[config.mk]
export PLATFORM = sky130hd
export DESIGN_NAME = bse_out_buf
export DESIGN_NICKNAME = d
export VERILOG_FILES = /design/src/hdl/bse_pkg.sv /design/src/hdl/bse_out_buf.sv
export SDC_FILE = /design/constraint.sdc
export NUM_CORES = 1
export LEC_CHECK = 0
export ABC_AREA = 0
export BUFFER_PORTS_ARGS = -buffer_cell sky130_fd_sc_hd__buf_2
export CAP_MARGIN = 10
export CORE_UTILIZATION = 40
export DETAILED_ROUTE_END_ITERATION = 10
export PLACE_DENSITY = 0.72
export SLEW_MARGIN = 20
export SYNTH_ARGS = -nofsm -noshare
export SYNTH_HDL_FRONTEND = slang
export SYNTH_SLANG_ARGS = --single-unit
export TNS_END_PERCENT = 100
[constraint.sdc]
create_clock -name clock -period 1.4 [get_ports clock]
set_input_delay 0.28 -clock clock [delete_from_list [all_inputs] [get_ports clock]]
set_output_delay 0.28 -clock clock [all_outputs]
set_load 0.05 [all_outputs]
[src/hdl/bse_pkg.sv]
`default_nettype none
package bse_pkg;

   localparam int CHAR_W       = 8;
   localparam int IDX_W        = 7;
   localparam int CAP_W        = 16;
   localparam int PAIR_W       = 2 * CHAR_W;
   localparam int PAIR_ENTRIES = 128;
   localparam int SEL_IN_W     = 2;
   localparam int REQ_DATA_W   = 48;
   localparam int RSP_DATA_W   = 8;

   // first byte value that refers to a pair table entry
   localparam logic [CHAR_W-1:0] PAIR_BASE = 8'd128;

   typedef enum logic {
      OP_LOAD   = 1'b0,
      OP_DECODE = 1'b1
   } bse_op_type;

   // one decoded item: up to two characters, or the terminator
   typedef struct packed {
      logic [1:0]        count;
      logic [CHAR_W-1:0] char0;
      logic [CHAR_W-1:0] char1;
      logic              last;
   } bse_result_type;

endpackage
`default_nettype wire

[src/hdl/bse_out_buf.sv]
`default_nettype none
module bse_out_buf (
   input  wire logic                       clock,
   input  wire logic                       reset,
   input  wire logic                       res_valid,
   output logic                            res_ready,
   input  wire bse_pkg::bse_result_type    res,
   output logic                            rsp_tvalid,
   input  wire logic                       rsp_tready,
   output logic [bse_pkg::RSP_DATA_W-1:0]  rsp_tdata,
   output logic                            rsp_tlast
);
   import bse_pkg::*;

   logic [1:0]        cnt_ff, cnt_in;
   logic [CHAR_W-1:0] char0_ff, char0_in;
   logic [CHAR_W-1:0] char1_ff, char1_in;
   logic              last_ff, last_in;
   logic              xfer;

   assign xfer       = rsp_tvalid && rsp_tready;
   assign rsp_tvalid = cnt_ff != 2'd0;
   assign rsp_tdata  = RSP_DATA_W'(char0_ff);
   assign rsp_tlast  = last_ff;
   assign res_ready  = (cnt_ff == 2'd0) || (cnt_ff == 2'd1 && rsp_tready);

   always_comb begin
      cnt_in   = cnt_ff;
      char0_in = char0_ff;
      char1_in = char1_ff;
      last_in  = last_ff;
      if (res_valid && res_ready) begin
         cnt_in   = res.count;
         char0_in = res.char0;
         char1_in = res.char1;
         last_in  = res.last;
      end else if (xfer) begin
         // advance to the pair's second character
         cnt_in   = cnt_ff - 2'd1;
         char0_in = char1_ff;
      end
   end

   always_ff @(posedge clock) begin
      if (reset) begin
         cnt_ff <= 2'd0;
      end else begin
         cnt_ff <= cnt_in;
      end
   end

   always_ff @(posedge clock) begin
      char0_ff <= char0_in;
      char1_ff <= char1_in;
      last_ff  <= last_in;
   end

endmodule
`default_nettype wire

=== Yosys cells after proc, flatten, opt, wreduce, memory -nomap -nowiden ===
Cells that the tools add are included.

* Output and inout bits: 11
* Register bits: 19
* Word-level logic and storage cells: 17

* Muxes and demuxes: 4
* Reductions and logical operators: 7
* Add/subtract/negate cells: 1
* Eq/ne operators: 1

{| class="wikitable"
|+ Operators with widths
! kind !! count
|-
| 8-bit two-way mux || 2
|-
| 2-bit two-way mux || 2
|-
| 2-bit nonzero test || 2
|-
| 1-bit logical AND || 3
|-
| 2-bit by 1-bit equality test with 1-bit output, second input constant || 1
|-
| 2-bit zero test || 1
|-
| 2-bit by 1-bit subtractor with 2-bit output, second input constant || 1
|-
| 1-bit logical OR || 1
|}

=== Depth between registers and ports, before layout ===
* Word-level depth: 5
* Depth in mapped cells: 6
* Gate-level depth less buffers: 6

=== Worst setup path after synthesis ===
Ideal clock, no wire load.

* Kind: register -> register
* Start point: register cnt_ff[0]
* End point: register char0_ff[0] (netlist: rsp_tdata[0]) (data pin)
* Slack: -259 ps
* Data arrival time: 1399 ps
* Cell stages (with the launch flop): 7
* Cell sequence: dfxtp_1 inv_1 ha_1 a21oi_2 inv_2 nand2_4 mux2_2

* Word-level cells in the longest chain between the ends: 5

{| class="wikitable"
|+ RTL lines
! item !! line !! text
|-
| start: declaration || bse_out_buf.sv:15 || <nowiki>logic [1:0] cnt_ff, cnt_in;</nowiki>
|-
| start signal: assignment || bse_out_buf.sv:48 || <nowiki>cnt_ff <= cnt_in;</nowiki>
|-
| 2-bit by 1-bit equality test with 1-bit output || bse_out_buf.sv:25 || <nowiki>assign res_ready = (cnt_ff == 2'd0) || (cnt_ff == 2'd1 && rsp_tready);</nowiki>
|-
| 1-bit logical AND || bse_out_buf.sv:25 ||
|-
| 1-bit logical OR * || bse_out_buf.sv:25 ||
|-
| via res_ready || bse_out_buf.sv:6 || <nowiki>output logic res_ready,</nowiki>
|-
| 1-bit logical AND * || bse_out_buf.sv:32 || <nowiki>if (res_valid && res_ready) begin</nowiki>
|-
| 8-bit two-way mux * || bse_out_buf.sv:32 ||
|-
| via char0_in[0] || bse_out_buf.sv:16 || <nowiki>logic [CHAR_W-1:0] char0_ff, char0_in;</nowiki>
|-
| end signal: assignment || bse_out_buf.sv:53 || <nowiki>char0_ff <= char0_in;</nowiki>
|-
| end: declaration || bse_out_buf.sv:16 ||
|}

The timed path passes the listed nets; every way through them passes the cells marked *.
A chain may end at the register's enable or synchronous reset.

=== Worst setup path after layout ===
* Start point: register cnt_ff[0]
* End point: output port res_ready

* Word-level cells in the longest chain between the ends: 3

{| class="wikitable"
|+ RTL lines
! item !! line
|-
| 2-bit by 1-bit equality test with 1-bit output || bse_out_buf.sv:25
|-
| 1-bit logical AND || bse_out_buf.sv:25
|-
| 1-bit logical OR * || bse_out_buf.sv:25
|-
| end: declaration || bse_out_buf.sv:6
|}

Mark *: on every way between the ends. The rest lies on a longest branch, timed or not.

==> reports/summary.md <==
The flow ran to the end, but the final reports show violations. The checks that failed: setup timing. The net count of the finished layout was 123. The most common cell after layout, fill and taps aside was sky130_fd_sc_hd__buf_2. The I/O pin total is 34, and the endpoint required time on the critical path is 1.12 ns.

Number of buffers added on ports: 33. Total die area: 2100 µm². The number of hold violations in the final report came out at 0. The power density over the cells was 1620 nW/µm²; the transition at the pin with the smallest max-transition slack was 0.250 ns. The first global-routing pass estimated 2230 µm of wire.

The met2 track demand over resource in global routing came out at 0.262. The synthesized area divided by synthesized cell count was 17.1 µm²; the worst path arrival time was 1.32 ns. The tools report the met3 track demand over resource as 0.0595. The per-cell routed wire length was 12.5 µm. Class of the tightest hold or removal check: primary input to flip-flop. On the critical path the largest part of the delay comes from flip-flops. TritonCTS built the clock tree. The floorplan step set the die height to 45.9 µm. The count of unique library cells instantiated by Yosys is 16.

The cell with the largest stage delay on the worst path is sky130_fd_sc_hd__dfxtp_2. For the number of synthesis warnings, the log shows 0. Prior to clock tree synthesis, the placed netlist has a worst setup slack of -0.0619 ns. The minimum clock period after layout came out at 1.60 ns. For the netlist area before placement, the log shows 769 µm². Overall power consumption after layout is estimated at 0.00196 W. Number of global-route vias before repair: 523.

Synthesis handed over a netlist of 45 instances. For the worst hold-check slack, the log shows 0.155 ns. Setup repair after global routing could not meet its margin everywhere. Leakage component of the power: 0.504 nW. IR analysis of the VDD net gives a maximum drop of 940 µV.

Between clock sinks in the finished design, the worst skew comes to 0.000417 ns. After the first detailed-routing iteration, the DRC count stood at 11. The via count of the routed design was 568.

Setup slack of the critical path after layout: -0.200 ns. The analysis attributes to net switching a power of 0.000713 W. After clock tree synthesis, the clock-pin slew on the worst setup and hold paths is 0.10 ns.

The most congested layer reported by global routing was met2. For the largest net degree at the start of global routing, the log shows 13. In the routed layout, each cell is associated on average with a via count of 4.66.

The largest fanout of any net on the critical path was 2. The tools report the count of TritonRoute iterations in the first routing pass as 3. The tree is rooted in a sky130_fd_sc_hd__clkbuf_4. Walking the worst path, the cells encountered are inv_2 > ha_4 > a21oi_4 > inv_4 > buf_6 > buf_8. For this run the aggregate overflow at the end of global routing stands at 0. The critical setup path kind was flip-flop to output port.

The final core area utilization was 0.687. The die is 45.9 µm wide. The share of layout cells above drive strength 1 is 0.732, and the part of the Yosys area used for sequential elements is 0.715.

At the end of routability-driven placement, the weighted congestion stood at 0.715. The remaining routing DRC violations was 0. The tools report the aggregate global-route resource usage as 0.160. Endpoint kind of the worst setup timing path: an output port.

The tree built by TritonCTS fans out to 19 sinks. For the initial core utilization, the log shows 0.436. Met1 usage: 0.171.

Timing would allow up to 625 MHz. The synthesized net count is 70, and the depth of the CTS H-tree is 1. The remaining number of nets flagged by the antenna check after routing was 0; the clock insertion delay at the later pin of the skew report was 0.29 ns. The number of flip-flops and latches in the synthesized netlist is 19, and the number of max-capacitance violations reported is 0. In the layout the commonest cells are sky130_fd_sc_hd__buf_2, sky130_fd_sc_hd__edfxtp_1, sky130_fd_sc_hd__buf_4, sky130_fd_sc_hd__mux2_2, sky130_fd_sc_hd__buf_6.

The row count came out at 15. Summed over all layers, the routed wires come to 1530 µm. Switching share of total power: 0.363. The max-slew violation count came out at 0. Setup violations remaining at the end of the flow were counted as 29. The logs give 0.137 for the portion of total power attributed to the clock network and 2 for the number of buffers between clock root and the deepest sink. The initial antenna violation count is 0, and the number of inserted diodes is 0.

On the worst path, the slowest cell contributes a delay of 0.37 ns. Compared with the post-synthesis result, the final layout area differs by 57.4%. Nature of the critical path startpoint: a flip-flop. The total area inside the core boundary comes to 1760 µm². The combinational power share is 0.467. The part of the total power dissipated in sequential elements was 0.396; the critical path buffer and inverter count was 4.

The internal power of the cells totals 0.00125 W. The number of buffers created by CTS is 3. The worst max-slew margin expressed relative to the limit came out at 0.833.

Final critical-path share of the clock period: 1.14.
## state kept, by name, summed over array words and instances, names as in the netlist
signal	count
cnt_ff	2
char1_ff	8
rsp_tdata	8
rsp_tlast	1
## final cells by class
| cell class | count | area [µm²] |
|---|---|---|
| multi-input combinational | 21 | 262 |
| inverter | 6 | 33.8 |
| timing repair inverter | 1 | 7.51 |
| clock buffer | 4 | 26.3 |
| sequential | 19 | 553 |
| timing repair buffer | 46 | 298 |
| fill | 147 | 553 |
| tap | 25 | 31.3 |
## per-layer routing
| layer | wire length (µm) | up-vias |
|---|---|---|
| met2 | 802 | 24 |
| met1 | 609 | 266 |
| li1 | - | 272 |
| met5 | 0 | - |
| met3 | 72 | 6 |
| met4 | 42 | 0 |
## repair_timing
action                     CTS  global route
gates cloned                 2             0
buffers inserted             5             5
resized for setup           16             1
hold buffers                 0             0
pin swaps                    4             1
setup endpoints to repair   19            21
## worst paths after layout
| path | to | cells after the start | slack, ns | from |
|---|---|---|---|---|
| setup / recovery | res_ready | 6 | -0.20 | cnt_ff[0] |
| hold / removal | cnt_ff[0] | 2 | 0.15 | reset |
| setup reg to reg | rsp_tdata[5] | 7 | -0.19 | cnt_ff[0] |
| hold reg to reg | cnt_ff[1] | 2 | 0.55 | cnt_ff[1] |
## synth_stat cells, drive strengths merged
| cell | number | share of area |
|---|---|---|
| a21oi | 1 | 0.011 |
| a311oi | 1 | 0.011 |
| a31oi | 1 | 0.0081 |
| dfxtp | 2 | 0.052 |
| edfxtp | 17 | 0.66 |
| ha | 2 | 0.033 |
| inv | 6 | 0.029 |
| mux2 | 9 | 0.14 |
| nand2 | 1 | 0.015 |
| nand3 | 1 | 0.0065 |
| nor3 | 1 | 0.0065 |
| o211ai | 1 | 0.0098 |
| o21bai | 1 | 0.0098 |
| or2 | 1 | 0.0081 |
## power groups by stage
stage,sequential [W],clock [W],combinational [W]
after floorplan,0.000970,0,0.000315
after global placement,0.000781,0,0.000664
after detailed placement,0.000785,0,0.000680
after CTS,0.000776,0.000277,0.000859
after global routing,0.000785,0.000293,0.000968
final,0.000776,0.000269,0.000916
## cells by family after synthesis
group | synth area share
mux | 0.137
fa+ha+maj | 0.0325
flops | 0.715
simple gates | 0.0358
compound gates | 0.0504
buf+inv | 0.0293
## through the flow
step	TNS, ns	area (µm²)	instances
6_report	-4.02	1210	122
5_1_grt	-5.63	1210	122
4_1_cts	-2.92	1170	117
3_5_place_dp	-0.487	1030	106
3_3_place_gp	-0.211	1030	106
2_1_floorplan	-0.812	810	45
Note: power is estimated with default switching activity, not from simulation.
