<file path="config.mk">
export PLATFORM = sky130hd
export DESIGN_NAME = bse_expand
export DESIGN_NICKNAME = d
export VERILOG_FILES = /design/src/hdl/bse_pkg.sv /design/src/hdl/bse_expand.sv
export SDC_FILE = /design/constraint.sdc
export NUM_CORES = 1
export LEC_CHECK = 0
export ABC_CLOCK_PERIOD_IN_PS = 8000
export BUFFER_PORTS_ARGS = -buffer_cell sky130_fd_sc_hd__buf_2
export CAP_MARGIN = 20
export CORE_ASPECT_RATIO = 1.1
export CORE_MARGIN = 1
export CORE_UTILIZATION = 57
export CTS_BUF_LIST = sky130_fd_sc_hd__clkbuf_16
export CTS_CLUSTER_SIZE = 30
export DETAILED_ROUTE_END_ITERATION = 7
export PLACE_DENSITY = 0.9
export SLEW_MARGIN = 5
export SYNTH_ARGS = -nofsm -noshare
export SYNTH_HDL_FRONTEND = slang
export SYNTH_SLANG_ARGS = --single-unit
export TNS_END_PERCENT = 100
</file>
<file path="constraint.sdc">
create_clock -name clock -period 8 [get_ports clock]
set_clock_uncertainty 0.1 [all_clocks]
set_input_delay 0.8 -clock clock [delete_from_list [all_inputs] [get_ports clock]]
set_output_delay 0.8 -clock clock [all_outputs]
set_load 0.02 [all_outputs]
</file>
<file path="src/hdl/bse_pkg.sv">
`default_nettype none
package bse_pkg;

   localparam int CHAR_W       = 8;
   localparam int IDX_W        = 7;
   localparam int CAP_W        = 16;
   localparam int PAIR_W       = 2 * CHAR_W;
   localparam int PAIR_ENTRIES = 128;
   localparam int SEL_IN_W     = 2;
   localparam int REQ_DATA_W   = 48;
   localparam int RSP_DATA_W   = 8;

   // first byte value that refers to a pair table entry
   localparam logic [CHAR_W-1:0] PAIR_BASE = 8'd128;

   typedef enum logic {
      OP_LOAD   = 1'b0,
      OP_DECODE = 1'b1
   } bse_op_type;

   // one decoded item: up to two characters, or the terminator
   typedef struct packed {
      logic [1:0]        count;
      logic [CHAR_W-1:0] char0;
      logic [CHAR_W-1:0] char1;
      logic              last;
   } bse_result_type;

endpackage
`default_nettype wire

</file>
<file path="src/hdl/bse_expand.sv">
`default_nettype none
module bse_expand (
   input  wire logic                       clock,
   input  wire logic                       reset,
   input  wire logic                       item_load,
   input  wire logic [bse_pkg::CHAR_W-1:0] item_byte,
   input  wire logic [bse_pkg::CAP_W-1:0]  item_capacity,
   input  wire logic [bse_pkg::PAIR_W-1:0] pair_data,
   output logic                            item_ready,
   output logic                            res_valid,
   input  wire logic                       res_ready,
   output bse_pkg::bse_result_type         res
);
   import bse_pkg::*;

   logic              vld_ff, vld_in;
   logic [CHAR_W-1:0] byte_ff;
   logic [CAP_W-1:0]  cap_ff;
   logic              open_ff, open_in;
   logic [CAP_W-1:0]  room_ff, room_in;
   logic              adv;
   logic [CAP_W-1:0]  room;
   logic [CHAR_W-1:0] p1;
   logic [CHAR_W-1:0] p2;

   assign adv        = vld_ff && res_ready;
   assign item_ready = !vld_ff || res_ready;
   assign res_valid  = vld_ff;
   assign p1         = pair_data[PAIR_W-1:CHAR_W];
   assign p2         = pair_data[CHAR_W-1:0];

   always_comb begin
      vld_in = item_load ? 1'b1 : (adv ? 1'b0 : vld_ff);
   end

   always_ff @(posedge clock) begin
      if (reset) begin
         vld_ff  <= 1'b0;
         open_ff <= 1'b0;
         room_ff <= '0;
      end else begin
         vld_ff <= vld_in;
         if (adv) begin
            open_ff <= open_in;
            room_ff <= room_in;
         end
      end
   end

   always_ff @(posedge clock) begin
      if (item_load) begin
         byte_ff <= item_byte;
         cap_ff  <= item_capacity;
      end
   end

   // a closed string takes its room from the capacity sent with its first byte
   always_comb begin
      room       = open_ff ? room_ff : cap_ff;
      open_in    = 1'b1;
      room_in    = room;
      res.count  = 2'd0;
      res.char0  = byte_ff;
      res.char1  = p2;
      res.last   = 1'b0;
      if (byte_ff == '0) begin
         open_in   = 1'b0;
         room_in   = '0;
         res.count = 2'd1;
         res.char0 = '0;
         res.last  = 1'b1;
      end else if (room <= CAP_W'(1)) begin
         // drop: only the terminator's room is left
         res.count = 2'd0;
      end else if (byte_ff >= PAIR_BASE && p1 != '0) begin
         res.char0 = p1;
         if (room > CAP_W'(2)) begin
            res.count = 2'd2;
            room_in   = room - CAP_W'(2);
         end else begin
            res.count = 2'd1;
            room_in   = room - CAP_W'(1);
         end
      end else begin
         res.count = 2'd1;
         room_in   = room - CAP_W'(1);
      end
   end

endmodule
`default_nettype wire

</file>
# Word-level counts from Yosys, hierarchy flattened
# Cells that the tools add are included.
[classes]
add_sub_neg = 2
order_cmp = 3
n_mux = 15
n_reduce_logical = 7
[op_table]
columns = ["op", "count"]
rows = [
  ["$mux 16", 5],
  ["$gt 16x2->1 const B", 1],
  ["$le 16x1->1 const B", 1],
  ["$mux 8", 2],
  ["$sub 16x1->16 const B", 1],
  ["$sub 16x2->16 const B", 1],
  ["$mux 10", 1],
  ["$ge 8x8->1 const B", 1],
  ["$logic_not 8->1", 1],
  ["$reduce_bool 8->1", 1],
  ["$mux 2", 3],
  ["$mux 1", 4],
  ["$logic_and 1x1->1", 2],
  ["$reduce_bool 2->1", 1],
  ["$logic_not 1->1", 1],
  ["$logic_or 1x1->1", 1],
]
[word_totals]
register_bits = 42
inputBits = 44
out_inout_bits = 21
wordCells = 32

# Logic depth before layout (Yosys ltp)
[logic_depth]
depth_word = 6
mapped_depth = 13
depth_no_buf = 10

# Least setup slack after synthesis
# OpenSTA, ideal clock, no wires.
[synth_path]
path_kind = "register to output"
start = "reg open_ff"
end = "out res[10] (netlist bit)"
arrival_ps = 2619
t_required_ps = 7100
path_slack_ps = 4481
path_stages_with_launch = 10
path_buffers = 2
path_cell_list = "dfxtp_1 buf_4 buf_4 mux2i_1 inv_1 ha_1 o22ai_1 nor4_4 nor2_1 mux2_2"
[synth_rtl]
columns = ["element", "line", "text"]
rows = [
  ["start: declaration", "bse_expand.sv:19", "logic open_ff, open_in;"],
  ["start signal: assignment", "bse_expand.sv:44", "open_ff <= open_in;"],
  ["end: declaration", "bse_expand.sv:12", "output bse_pkg::bse_result_type res"],
]

==> qor.csv <==
stage,metric,value,unit
outcome,outcome,completed,
worst_setup_path,WS Path Type,reg2out,
clock_tree,CTS resizes,0,
synth,sequential element share of the synthesized area,0.418,
finish,Area Overhead vs Synth,13.9,%
clock_tree,Post-CTS Repair Setup Buffers,0,
floorplanning,chip width,66.2,um
floorplanning,initial core utilization,0.599,
synth,ys flop type,edfxtp_1,
clock_tree,Num CTS Buffers,5,
routing,DRT Wirelength,5920,um
timing,final number of max-transition violations,0,
routing,Initial DRC Count,132,
power_and_ir_drop,PwrDens,188,nW/um2
hold_path,Hold Crit Class,reg2reg,
worst_setup_path,slowest cell on the critical path,mux2i_1,
synth,Yosys reg bits,42,
clock_tree,clk sink count,42,
global_routing,first-pass GRT wire length,9630,um
timing,Worst-Margin Slew,797,ps
timing,worst hold slack,365,ps
placement,IO buf count,48,
floorplanning,Die Footprint,4810,um2
synth,syn_nets,311,
synth,Cells after Synth,262,
clock_tree,clk slew on worst S/H paths,60,ps
synth,Unique masters post-synth,56,
global_routing,remaining global-route overflow,0,
finish,multi-input logic area,1380,um2
finish,FF/Latch Area,1080,um2
finish,"Design Area, Final",2950,um2
clock_tree,Worst-Skew Late Latency,280,ps
worst_setup_path,Worst Path Max Fanout,8,
power_and_ir_drop,sw frac,0.280,
synth,ys async rst share,0,
global_routing,initial antenna violation count,0,
clock_tree,Post-CTS Hold Buffers,0,
timing,TNS Setup,0,ps
worst_setup_path,CP top delay family,multiplexers,
flow_run,Max Cap Viol,0,
power_and_ir_drop,Clk pwr share,0.349,
worst_setup_path,startpoint types,flip-flop,
routing,routed vias/inst,6.27,
finish,ANT cells,0,
worst_setup_path,crit path buf inv count,2,
clock_tree,CTS tree,yes,
finish,Nets,351,
timing,# setup viols final,0,
power_and_ir_drop,combinational share of power,0.190,
power_and_ir_drop,P_leak,0.00115,uW
worst_setup_path,"slowest stage delay, CP",720,ps
placement,gpl congestion,0.908,
global_routing,largest net degree at the start of global routing,42,
floorplanning,Die Y,72.6,um
worst_setup_path,required time of the critical path,7100,ps
routing,Detailed Routing Iterations Pass 1,4,
power_and_ir_drop,Flop pwr share,0.461,
synth,syn_area_per_cell,9.87,um2
worst_setup_path,critical path cell sequence,mux2i_1 > inv_1 > ha_1 > o22ai_1 > nor4_4 > nor2_1 > mux2_2 > buf_2,
clock_tree,Clock Path Buffers,2,
timing,final worst path period share,0.518,
routing,WL per Instance,16.6,um
floorplanning,I/O Pins,65,
synth,Post-synth EDFFs,24,
global_routing,GRT Overall Usage,0.261,
clock_tree,Root Buffer Master,clkbuf_16,
routing,via count,2238,
worst_setup_path,critical path arrival,3240,ps
finish,layout cells sized above 1,0.257,
routing,DRC viols,0,
power_and_ir_drop,Net Switching,155,uW
synth,Area contributors post-synth,"edfxtp_1, dfxtp_1, mux2i_1, nand2_1, nor2_1",
timing,RSZ-0062 raised after global routing,false,
synth,Post-Syn Area,2590,um2
power_and_ir_drop,peak supply drop,0.150,mV
timing,max frequency,241,MHz
power_and_ir_drop,Pwr Total,555,uW
floorplanning,core area,4320,um2
placement,post-place instance area,2800,um2
synth,Yosys warnings,0,
routing,post-route antenna net violation count,0,
clock_tree,H-tree levels,2,
worst_setup_path,crit end category,primary output,
timing,crit path time final,4140,ps
timing,Relative slew margins,0.453,
placement,post-detail-place hpwl,4360,um
synth,Yosys top cell by area,edfxtp_1,
floorplanning,row count,25,
power_and_ir_drop,Cell Int Power,400,uW
timing,Fin. Hold Viols,0,
finish,filler cell count,320,
synth,share of the synthesized area in the top cell type,0.279,
global_routing,vias in the first global route,2158,
logic make-up (layout without fill, tap and decap cells):
kind of cell,after synthesis,after routing,share of synthesized area
adders and majority gates,5,5,0.0242
DFF,42,42,0.418
muxes,27,27,0.108
and+or+nand+nor,100,100,0.213
xor gates and xnor gates,9,9,0.0305
AOI/OAI and AO/OA,56,56,0.158
buffers and inverters,23,64,0.0479
per-layer routing:
layer / part of all wire / global-route usage / up-vias / wire length [um]
li1: - / - / 1057 / -
met1: 0.40 / 0.316 / 1065 / 2400
met2: 0.51 / 0.441 / 100 / 3000
met3: 0.069 / 0.0531 / 16 / 407
met4: 0.020 / 0.130 / 0 / 118
met5: 0 / 0 / - / 0
cell type report:
| class | count | area share |
|---|---|---|
| Multi-Input combinational cell | 197 | 0.469 |
| Sequential cell | 42 | 0.367 |
| Timing Repair Buffer | 49 | 0.0841 |
| Clock buffer | 5 | 0.0425 |
| Tap cell | 54 | 0.0229 |
| Inverter | 7 | 0.00892 |
| Clock inverter | 3 | 0.00552 |
power groups by stage:
stage / combinational, uW / sequential (uW) / clock (uW)
after floorplan: 80.6 / 256 / 0
after global placement: 99.8 / 260 / 0
after detailed placement: 103 / 260 / 0
after CTS: 104 / 255 / 195
after global routing: 115 / 257 / 203
final: 106 / 256 / 194
state kept, by name, summed over array words and instances, names as in the netlist:
| register | count |
|---|---|
| byte_ff | 8 |
| cap_ff | 16 |
| open_ff | 1 |
| res_valid | 1 |
| room_ff | 16 |
worst register-to-register path, stage by stage (launching register included):
cell and delay (ps):
dfxtp_1 460, mux2i_1 690, inv_1 190, ha_1 260, o22a_1 240, and4_1 250
nor2_4 230, mux2i_1 370, nor2_1 160, xor2_1 160, a221o_1 320
cells in the final DEF (no fill, tap or decap), types with 2 or more instances in the layout:
master     instances
xor2_1             6
xnor2_1            3
nor4_1             6
o31ai_1            5
nor4_4             2
nand4_1            2
or4_1              3
edfxtp_1          24
nand2b_1           2
a22oi_1            4
buf_2             48
o22ai_1            3
nand3_1            4
ha_1               5
o21ai_2            3
nor3b_1            3
inv_1              7
nor2_1            24
o21ai_0            7
and3_1             2
or3_1              2
a22o_1             4
o211ai_1           5
mux2_2             7
nand2_1           25
clkbuf_16          5
a21oi_1           10
nor3_1            11
nor2b_1            3
nand3b_1           2
dfxtp_1           18
mux2i_1           19
o21a_1             2
synth_stat cells, types with 4 or more instances:
master,n
dfxtp_1,18
ha_1,5
nor2_1,24
buf_4,10
mux2_2,7
nor3_1,11
inv_1,7
nand3_1,4
o211ai_1,5
clkbuf_1,6
edfxtp_1,24
nand2_1,25
a22o_1,4
xor2_1,6
nor4_1,6
o21ai_0,7
a22oi_1,4
mux2i_1,19
o31ai_1,5
a21oi_1,10
metrics by stage:
| stage | setup WS, ps | utilization | std cells |
|---|---|---|---|
| finish | 3860 | 0.682 | 357 |
| detailed placement | 4190 | 0.650 | 349 |
| floorplan | 4480 | - | 262 |
| global route | 3600 | 0.682 | 357 |
| global placement | 4290 | 0.650 | 349 |
| CTS | 3890 | 0.682 | 357 |
path summary, 6_finish.rpt:
kind                            slack, ps         from  depth (start not counted)     endpoint
worst max-delay path                 3860      open_ff                          8      res[12]
worst min-delay path                  360  room_ff[15]                          2  room_ff[15]
worst max register to register       4460      open_ff                         10   room_ff[4]
worst min register to register        360  room_ff[15]                          2  room_ff[15]
No activity file was read; power rests on OpenSTA's default activity.
